File: config.mk
export PLATFORM = sky130hd
export DESIGN_NAME = fixed_block_pool_allocator
export DESIGN_NICKNAME = d
export VERILOG_FILES = /design/src/hw/rtl/fbpa_pkg.sv /design/src/hw/rtl/fbpa_ram.sv /design/src/hw/rtl/fixed_block_pool_allocator.sv
export SDC_FILE = /design/constraint.sdc
export NUM_CORES = 2
export LEC_CHECK = 0
export BUFFER_PORTS_ARGS = -buffer_cell sky130_fd_sc_hd__buf_2
export CORE_ASPECT_RATIO = 0.6
export CORE_MARGIN = 10
export CORE_UTILIZATION = 50
export CTS_CLUSTER_SIZE = 14
export DETAILED_ROUTE_END_ITERATION = 8
export PLACE_DENSITY = 0.66
export SYNTH_ARGS = -nofsm -noshare
export SYNTH_HDL_FRONTEND = slang
export SYNTH_SLANG_ARGS = --single-unit
File: constraint.sdc
create_clock -name clk -period 12.82 [get_ports clk]
set_clock_uncertainty 0.15 [all_clocks]
set_input_delay 1.923 -clock clk [delete_from_list [all_inputs] [get_ports clk]]
set_output_delay 1.923 -clock clk [all_outputs]
set_load 0.1 [all_outputs]
File: src/hw/rtl/fbpa_pkg.sv
`timescale 1ns / 1ps
// ----------------------------------------------------------------------------
// fbpa_pkg
// Shared types and constants for the fixed block pool allocator.
// ----------------------------------------------------------------------------
package fbpa_pkg;

  // Ring capacity. It must be a power of two, so that the ring indexes wrap
  // by plain truncation.
  localparam int MAX_BLOCKS = 64;
  localparam int ADDR_W     = 32;
  localparam int IDX_W      = $clog2(MAX_BLOCKS);
  localparam int CNT_W      = $clog2(MAX_BLOCKS + 1);
  localparam int SIZE_W     = 16;
  localparam int DATA_W     = 32;
  localparam int PADDR_W    = 4;

  localparam logic [SIZE_W-1:0] MIN_BLOCK_SIZE = SIZE_W'(4);

  // Configuration register indexes, taken from paddr[3:2].
  localparam logic [1:0] REG_POOL_BASE   = 2'd0;
  localparam logic [1:0] REG_BLOCK_SIZE  = 2'd1;
  localparam logic [1:0] REG_BLOCK_COUNT = 2'd2;

  typedef enum logic [1:0] {
    OP_INIT    = 2'd0,
    OP_ALLOC   = 2'd1,
    OP_RELEASE = 2'd2
  } opcode_t;

  typedef enum logic [1:0] {
    ST_OK    = 2'd0,
    ST_EMPTY = 2'd1,
    ST_FULL  = 2'd2
  } status_t;

  typedef struct packed {
    opcode_t           opcode;
    logic [ADDR_W-1:0] release_addr;
  } req_t;

  typedef struct packed {
    status_t           status;
    logic [ADDR_W-1:0] block_addr;
    logic [CNT_W-1:0]  free_count;
  } rsp_t;

endpackage

File: src/hw/rtl/fbpa_ram.sv
`timescale 1ns / 1ps
// ----------------------------------------------------------------------------
// fbpa_ram
// Generic single-clock RAM with one write port and one registered read port.
// ----------------------------------------------------------------------------
module fbpa_ram #(
  parameter int WIDTH = 32,
  parameter int DEPTH = 64
) (
  input  logic                     clk,
  input  logic                     wr_en,
  input  logic [$clog2(DEPTH)-1:0] wr_addr,
  input  logic [WIDTH-1:0]         wr_data,
  input  logic                     rd_en,
  input  logic [$clog2(DEPTH)-1:0] rd_addr,
  output logic [WIDTH-1:0]         rd_data
);

  logic [WIDTH-1:0] mem [DEPTH];

  always_ff @(posedge clk) begin
    if (wr_en) begin
      mem[wr_addr] <= wr_data;
    end
    if (rd_en) begin
      rd_data <= mem[rd_addr];
    end
  end

endmodule

File: src/hw/rtl/fixed_block_pool_allocator.sv
`timescale 1ns / 1ps
// ----------------------------------------------------------------------------
// fixed_block_pool_allocator
// Free list of equal-size block addresses kept as a ring in a RAM.
// ----------------------------------------------------------------------------
// One item is handled at a time and each item gives one result. A release, a
// failed allocate and an unused opcode finish in the cycle they are taken, so
// the next item can follow unless the result must wait in res. A successful
// allocate reads the free-list RAM, whose read port is registered, and
// finishes in S_READ. An init item writes the block addresses (at most 64)
// in S_INIT; the RAM write port stores one address per cycle. The free-list
// RAM has no reset and no clearing pass; only entries between head and tail
// are read. The result sits in an output register, so the next item is taken
// while an earlier result still waits on rsp_stall.
// ----------------------------------------------------------------------------
module fixed_block_pool_allocator
  import fbpa_pkg::*;
(
  input  logic               clk,
  input  logic               rst,
  input  logic               req_valid,
  output logic               req_stall,
  input  req_t               req,
  output logic               rsp_valid,
  input  logic               rsp_stall,
  output rsp_t               rsp,
  input  logic               psel,
  input  logic               penable,
  input  logic               pwrite,
  input  logic [PADDR_W-1:0] paddr,
  input  logic [DATA_W-1:0]  pwdata,
  output logic [DATA_W-1:0]  prdata,
  output logic               pready
);

  typedef enum logic [1:0] {
    S_IDLE,
    S_READ,
    S_INIT,
    S_PUSH
  } state_t;

  state_t state;

  logic [ADDR_W-1:0] pool_base;
  logic [SIZE_W-1:0] block_size;
  logic [CNT_W-1:0]  block_count;

  logic [IDX_W-1:0]  head;
  logic [IDX_W-1:0]  tail;
  logic [CNT_W-1:0]  free_blocks;

  logic [IDX_W-1:0]  init_idx;
  logic [IDX_W-1:0]  init_last;
  logic [ADDR_W-1:0] init_addr;

  rsp_t              res;
  rsp_t              fin;
  logic              fin_valid;

  logic              req_fire;
  logic              rsp_free;
  logic              cfg_write;
  logic [CNT_W-1:0]  init_n;

  logic              ram_we;
  logic [IDX_W-1:0]  ram_waddr;
  logic [ADDR_W-1:0] ram_wdata;
  logic              ram_re;
  logic [ADDR_W-1:0] ram_rdata;

  assign pready    = 1'b1;
  assign cfg_write = psel && penable && pwrite && pready;
  assign req_stall = (state != S_IDLE);
  assign req_fire  = req_valid && !req_stall;
  assign rsp_free  = !rsp_valid || !rsp_stall;
  assign init_n    = (block_count > CNT_W'(MAX_BLOCKS)) ? CNT_W'(MAX_BLOCKS) : block_count;

  always_comb begin
    case (paddr[3:2])
      REG_POOL_BASE:   prdata = DATA_W'(pool_base);
      REG_BLOCK_SIZE:  prdata = DATA_W'(block_size);
      REG_BLOCK_COUNT: prdata = DATA_W'(block_count);
      default:         prdata = '0;
    endcase
  end

  fbpa_ram #(
    .WIDTH (ADDR_W),
    .DEPTH (MAX_BLOCKS)
  ) u_free_list (
    .clk     (clk),
    .wr_en   (ram_we),
    .wr_addr (ram_waddr),
    .wr_data (ram_wdata),
    .rd_en   (ram_re),
    .rd_addr (head),
    .rd_data (ram_rdata)
  );

  // Result of the current step and the RAM accesses it makes.
  always_comb begin
    fin_valid      = 1'b0;
    fin            = res;
    ram_we         = 1'b0;
    ram_waddr      = tail;
    ram_wdata      = req.release_addr;
    ram_re         = 1'b0;
    case (state)
      S_IDLE: begin
        if (req_fire) begin
          fin.status     = ST_OK;
          fin.block_addr = '0;
          fin.free_count = free_blocks;
          case (req.opcode)
            OP_INIT: begin
              // A block too small for a pointer leaves everything as it was.
              if (block_size < MIN_BLOCK_SIZE) begin
                fin_valid = 1'b1;
              end else if (init_n == '0) begin
                fin_valid      = 1'b1;
                fin.free_count = '0;
              end
            end
            OP_ALLOC: begin
              if (free_blocks == '0) begin
                fin_valid  = 1'b1;
                fin.status = ST_EMPTY;
              end else begin
                ram_re = 1'b1;
              end
            end
            OP_RELEASE: begin
              fin_valid = 1'b1;
              if (free_blocks >= CNT_W'(MAX_BLOCKS)) begin
                fin.status = ST_FULL;
              end else begin
                ram_we         = 1'b1;
                fin.free_count = free_blocks + CNT_W'(1);
              end
            end
            default: begin
              fin_valid = 1'b1;
            end
          endcase
        end
      end
      S_READ: begin
        fin_valid      = 1'b1;
        fin.status     = ST_OK;
        fin.block_addr = ram_rdata;
        fin.free_count = free_blocks;
      end
      S_INIT: begin
        ram_we    = 1'b1;
        ram_waddr = init_idx;
        ram_wdata = init_addr;
        if (init_idx == init_last) begin
          fin_valid      = 1'b1;
          fin.status     = ST_OK;
          fin.block_addr = '0;
          fin.free_count = CNT_W'(init_last) + CNT_W'(1);
        end
      end
      S_PUSH: begin
        fin_valid = 1'b1;
      end
      default: begin
        fin_valid = 1'b0;
      end
    endcase
  end

  always_ff @(posedge clk) begin
    if (rst) begin
      state       <= S_IDLE;
      pool_base   <= '0;
      block_size  <= SIZE_W'(64);
      block_count <= CNT_W'(64);
      head        <= '0;
      tail        <= '0;
      free_blocks <= '0;
      rsp_valid   <= 1'b0;
    end else begin
      if (cfg_write) begin
        case (paddr[3:2])
          REG_POOL_BASE:   pool_base   <= pwdata[ADDR_W-1:0];
          REG_BLOCK_SIZE:  block_size  <= pwdata[SIZE_W-1:0];
          REG_BLOCK_COUNT: block_count <= pwdata[CNT_W-1:0];
          default:         ;
        endcase
      end

      // Commit the free-list bookkeeping.
      case (state)
        S_IDLE: begin
          if (req_fire) begin
            case (req.opcode)
              OP_INIT: begin
                if (block_size >= MIN_BLOCK_SIZE) begin
                  if (init_n == '0) begin
                    head        <= '0;
                    tail        <= '0;
                    free_blocks <= '0;
                  end else begin
                    state     <= S_INIT;
                    init_idx  <= '0;
                    init_last <= IDX_W'(init_n - CNT_W'(1));
                    init_addr <= pool_base;
                  end
                end
              end
              OP_ALLOC: begin
                if (free_blocks != '0) begin
                  state       <= S_READ;
                  head        <= head + IDX_W'(1);
                  free_blocks <= free_blocks - CNT_W'(1);
                end
              end
              OP_RELEASE: begin
                if (free_blocks < CNT_W'(MAX_BLOCKS)) begin
                  tail        <= tail + IDX_W'(1);
                  free_blocks <= free_blocks + CNT_W'(1);
                end
              end
              default: ;
            endcase
          end
        end
        S_INIT: begin
          init_idx  <= init_idx + IDX_W'(1);
          init_addr <= init_addr + ADDR_W'(block_size);
          if (init_idx == init_last) begin
            head        <= '0;
            tail        <= init_last + IDX_W'(1);
            free_blocks <= CNT_W'(init_last) + CNT_W'(1);
          end
        end
        default: ;
      endcase

      // A finished result goes to the output register, or waits in res.
      if (fin_valid) begin
        if (rsp_free) begin
          rsp_valid <= 1'b1;
          rsp       <= fin;
          state     <= S_IDLE;
        end else begin
          res   <= fin;
          state <= S_PUSH;
        end
      end else if (rsp_valid && !rsp_stall) begin
        rsp_valid <= 1'b0;
      end
    end
  end

`ifndef NO_ASSERTIONS
  a_count_bound : assert property (@(posedge clk) disable iff (rst)
    free_blocks <= CNT_W'(MAX_BLOCKS))
    else $error("free block count exceeds ring capacity");

  a_ring_consistent : assert property (@(posedge clk) disable iff (rst)
    (head + IDX_W'(free_blocks)) == tail)
    else $error("head, tail and free count disagree");

  a_full_count : assert property (@(posedge clk) disable iff (rst)
    rsp_valid && rsp.status == ST_FULL |-> rsp.free_count == CNT_W'(MAX_BLOCKS))
    else $error("full status with ring not full");

  a_empty_count : assert property (@(posedge clk) disable iff (rst)
    rsp_valid && rsp.status == ST_EMPTY |-> rsp.free_count == '0 && rsp.block_addr == '0)
    else $error("empty status with free blocks left");

  a_read_follows_alloc : assert property (@(posedge clk) disable iff (rst)
    state == S_READ |-> $past(req_fire) && $past(req.opcode) == OP_ALLOC)
    else $error("read state entered without an allocate item");
`endif

endmodule

=== After elaboration in Yosys (flattened, before gate mapping) ===
Memories as Yosys holds them, arrays and structs flattened. A register that Yosys moved wholly into a read port is not among the register bits.
Index checks and enable logic that the tools add are counted.

* Bits of input ports: 77
* Bits in registers: 203
* Output and inout port bits: 76
* Memories: 1
* Latch bits: 0
* Memory bits (read-only): 0
* RAM bits: 2048
* Logic and storage cells: 163

{| class="wikitable"
|+ Memories
! name !! words !! width !! rd ports !! clocked after Yosys merged registers in !! write ports !! RTL line !! text
|-
| u_free_list.mem || 64 || 32 || 1 || 1 || 1 || fbpa_ram.sv:19 || <nowiki>logic [WIDTH-1:0] mem [DEPTH];</nowiki>
|}

* Multiply operators: 0
* Eq/ne operators: 24
* Shifts and indexed selects: 0
* Div/mod/pow operators: 0
* Bitwise logic cells: 3
* Add/sub/neg operators: 9
* Reductions and logical operators: 33
* Muxes and demuxes: 71
* $lt $le $gt $ge: 5

{| class="wikitable"
|+ Operators by type and width
! operator !! count
|-
| $mux W32 || 5
|-
| $pmux W41 S3 || 1
|-
| $pmux W32 S3 || 1
|-
| $mux W41 || 2
|-
| $mux W6 || 13
|-
| $pmux W32 S2 || 1
|-
| $mux W7 || 9
|-
| $pmux W6 S2 || 5
|-
| $add A32 B16 Y32 || 1
|-
| $pmux W7 S2 || 2
|-
| $add A6 B1 Y6 const B || 4
|-
| $ne A3 B3 Y1 const B || 7
|-
| $pmux W7 S3 || 1
|-
| $reduce_and A7 Y1 || 3
|-
| $mux W1 || 18
|-
| $reduce_and A6 Y1 || 3
|-
| $ge A16 B3 Y1 const B || 1
|-
| $lt A16 B3 Y1 const B || 1
|-
| $mux W2 || 8
|-
| $logic_not A7 Y1 || 2
|-
| $reduce_bool A2 Y1 || 5
|-
| $eq A2 B2 Y1 const B || 4
|-
| $ne A2 B2 Y1 const B || 4
|-
| $pmux W2 S2 || 2
|-
| other kinds (25) || 42
|}

=== Longest topological paths before layout ===
* Depth in word-level cells: 10
* Gate-level depth with buffers: 10
* Gate-level depth less buffers: 10

=== Modules after synthesis ===
Synthesis repeated with hierarchy kept, for this count alone.

* Cells, all modules: 4692
* Area total of the unflattened synthesis: 90137.7 sq um

{| class="wikitable"
|+ Modules (own cells, without submodules)
! module !! sequential area each (sq um) !! area an instance (sq um) !! cells each !! times used
|-
| fbpa_ram || 62459.9 || 79359.9 || 3511 || 1
|-
| fixed_block_pool_allocator || 5325.1 || 10777.8 || 1181 || 1
|}

=== Worst setup path after synthesis ===
Ideal clock, no wire load.

* Path kind: input to output
* Start point: input port paddr[3]
* End point: output port prdata[0]
* Data required time: 10.747 ns
* Path buffers: 2
* Arrival time: 4.839 ns
* Path slack: 5.908 ns
* Stages: 4
* Path through: buf_1 > clkbuf_1 > mux2i_1 > o21ai_0

* Word-level cells in the longest chain between the ends: 2
* Elaborated cells between the ends (all ways): 4
* Classes of those cells: eq/ne (2); mux (1); reduce/logical (1)

{| class="wikitable"
|+ Ends and longest elaborated chain
! element !! RTL line !! text
|-
| start, declared || fixed_block_pool_allocator.sv:30 || <nowiki>input logic [PADDR_W-1:0] paddr,</nowiki>
|-
| $eq A2 B2 Y1 (tied with other cells) || fixed_block_pool_allocator.sv:80 || <nowiki>case (paddr[3:2])</nowiki>
|-
| $pmux W32 S3 (*) || fixed_block_pool_allocator.sv:80 ||
|-
| end, declared || fixed_block_pool_allocator.sv:32 || <nowiki>output logic [DATA_W-1:0] prdata,</nowiki>
|}

Mark *: on every way between the ends. The rest lies on a longest branch, timed or not.

=== Worst setup path in the final report ===
* Start point: input port paddr[2]
* End point: output port prdata[20]

The elaborated chain is that of the path after synthesis.

==> results.tsv <==
stage	metric	value	unit
synth	synth_seq_area_share	75.7	%
sta	rsz0062_at_grt	no	
detailed_routing	final_antenna_net_count	0	
cts	cts_root_buffer	clkbuf_16	
critical_path	worst-r2r-cell-count	7	
critical_path	reg2reg_from	head[0]	
sta	finalWorstSetupSlack	7.16	ns
detailed_routing	drc_errors	0	
cts	cts_made_buffers	206	
pwr	p_sw_share	23.1	%
cts	clock_latency	0.84	ns
final_layout	final_common_cell	edfxtp_1	
floorplan	fp.dieH	348	um
pwr	p_seq_share	55.6	%
final_layout	drive_gt1_share	27.0	%
final_layout	syn2layout_area_growth	11.4	%
cts	hold_buffers	0	
pwr	combPwrFrac	8.0	%
pwr	p_leak	30.2	nW
placed_design	dp_slack	6.53	ns
synth	netlist_area	89500	um^2
final_layout	fin_nets	4635	
pwr	power.switching	0.00362	W
critical_path	path_class	in -> out	
final_layout	stdcell_area	99800	um^2
sta	fin_setup_tns	0	ns
cts	cts_tree	built	
detailed_routing	routed_wl	212000	um
detailed_routing	drtIter0Drc	6117	
worst_hold_path	whs_endpoint	pool_base[19]	
synth	syn_nets	4397	
synth	ys.flop_type	edfxtp_1	
floorplan	start_util	50.2	%
synth	synthCells	4292	
detailed_routing	vias	44342	
floorplan	die-area	197000	um^2
detailed_routing	drtPass1Iterations	6	
global_route	antenna_found_initial	6	
global_route	grt_pass1_wl	310000	um
floorplan	num_rows	120	
global_route	grt_pass1_vias	43058	
cts	clock_sink_count	2283	
placed_design	portBuffers	149	
sta	fin_crit_sh	44.1	%
placed_design	place_hpwl	121000	um
critical_path	required	10.75	ns
sta	hold_viol_final	0	
floorplan	die_w	566	um
cts	post_cts_buffers	0	
cts	postCtsResizedCells	0	
pwr	p_per_area	157	nW/um^2
pwr	clkPwrFrac	36.3	%
floorplan	core_area	178000	um^2
worst_hold_path	worstHoldStart	pool_base[19]	
worst_hold_path	min_path_cells	2	
sta	slew_violations	0	
synth	synth_seq_cells	2283	
pwr	peakVddDrop	0.112	mV
detailed_routing	viasPerCell	6.29	
worst_hold_path	hold_class	reg -> reg	
cts	clockBufferDepth	4	
critical_path	reg2reg_to	u_free_list.rd_data[23]	
synth	yosysUniqueCellTypes	68	
placed_design	gp_congestion	0.819	
final_layout	layout_common_cells	edfxtp_1, mux4_2, nand2_1	
run_status	status	complete, no violations	
critical_path	arrival	3.58	ns
critical_path	end_kind	primary output	
detailed_routing	wl_per_cell	30.1	um
sta	slew_headroom	11.8	%
sta	tightest_slew	1.32	ns
critical_path	r2r_slack	7.77	ns
critical_path	worstPathMaxFanout	22	
job	cap_viol_max_count	0	
critical_path	worst_setup_path_start_kind	input port	
global_route	grt_max_degree	150	
placed_design	dpl_cell_area	93800	um^2
cts	path_clk_slew	0.06	ns
floorplan	ioPinCount	153	
sta	fmax	0.177	GHz
final_layout	fillerInstances	13086	
sta	finalSetupViolCount	0	
cts	htree_num_levels	4	
global_route	grt-ovfl-total	0	
synth	synth_edf_count	2206	
synth	avgSynthCellArea	20.9	um^2
pwr	p_int	0.0120	W
global_route	grt_usage	21.1	%
synth	yosys_warnings	0	
sta	period_minus_slack	5.66	ns
synth	async_flop_share	0	%
## worst max-delay path by stage
stage	end	start	depth (start not counted)
after floorplan	prdata[0]	paddr[3]	4
after global placement	u_free_list.mem[43][30]	req[32]	11
after detailed placement	u_free_list.mem[43][30]	req[32]	11
after CTS	prdata[20]	paddr[2]	4
after global routing	prdata[30]	paddr[2]	4
final	prdata[20]	paddr[2]	4
## power by group through the flow
stage | Clock, W | Sequential [W] | Combinational (W)
floorplan | 0 | 0.00897 | 0.000683
global placement | 0 | 0.00887 | 0.00123
detailed placement | 0 | 0.00887 | 0.00127
CTS | 0.00579 | 0.00871 | 0.00127
global route | 0.00610 | 0.00872 | 0.00136
finish | 0.00569 | 0.00871 | 0.00126
## critical path, stage by stage
cell and delay [ns]:
buf_2 0.26, nor2_1 0.73, and2_1 0.23, buf_2 0.43
## final cells by class
type                       instances  area [um^2]  area share (%)
sequential                      2283        67800            68.0
multi-input combinational       1749        21200            21.3
clock buffer                     267         5390            5.41
tap                             2379         2980            2.98
timing repair buffer             266         1700            1.70
clock inverter                    76          577           0.578
inverter                          24         90.1          0.0903
antenna                            1         2.50         0.00251
## metrics by stage
step           util, %  instances  hold WS [ns]  power, W
4_1_cts           56.0       7044         0.324    0.0158
2_1_floorplan        -       4292         0.295   0.00966
3_5_place_dp      52.6       6701         0.315    0.0101
5_1_grt           56.0       7044         0.353    0.0162
3_3_place_gp      52.6       6701         0.313    0.0101
6_report          56.0       7045         0.325    0.0157
## cells in the mapped netlist, types with 12 or more instances
cell type | instances | area share, %
edfxtp_1 | 2206 | 74
nand3_1 | 25 | 0.14
nor2b_1 | 29 | 0.20
mux2i_1 | 39 | 0.44
buf_1 | 25 | 0.10
nor3_1 | 23 | 0.13
mux4_2 | 628 | 16
xnor2_1 | 26 | 0.25
nand2b_1 | 15 | 0.10
and3_1 | 18 | 0.13
a22oi_1 | 47 | 0.39
nor2_1 | 124 | 0.52
o21ai_0 | 82 | 0.46
clkbuf_1 | 129 | 0.54
buf_2 | 68 | 0.38
and2_1 | 25 | 0.17
a22o_1 | 33 | 0.32
a21oi_1 | 104 | 0.58
ha_1 | 27 | 0.38
xor2_1 | 21 | 0.21
inv_1 | 24 | 0.10
nand2_1 | 315 | 1.3
dfxtp_1 | 77 | 1.7
nor3b_1 | 12 | 0.10
o22ai_1 | 16 | 0.11
a211oi_1 | 25 | 0.21
## flip-flops by register name, summed over array words and instances (netlist names), 7 cells and up
name	flops
u_free_list.mem	2048
block_count	7
rsp	41
init_addr	32
u_free_list.rd_data	32
res	41
block_size	16
free_blocks	7
pool_base	32
## per-layer routing
layer | routed length [um] | track usage (%) | vias up
met3 | 18400 | 3.58 | 241
met1 | 97400 | 34.5 | 23756
met4 | 3460 | 3.96 | 0
li1 | - | - | 18258
met5 | 0 | 0 | -
met2 | 93000 | 30.2 | 2087
## cell families after synthesis
kind of cell | count (synthesis) | share of synthesized area, %
adder cells (fa/ha/maj) | 28 | 0.400
flip-flops | 2283 | 75.7
XOR/XNOR | 47 | 0.460
buffers and inverters | 260 | 1.26
AO/OA/AOI/OAI | 383 | 2.79
AND/OR/NAND/NOR | 623 | 3.13
multiplexers | 667 | 16.2
other | 1 | 0.00419
No activity file was read; power rests on OpenSTA's default activity.
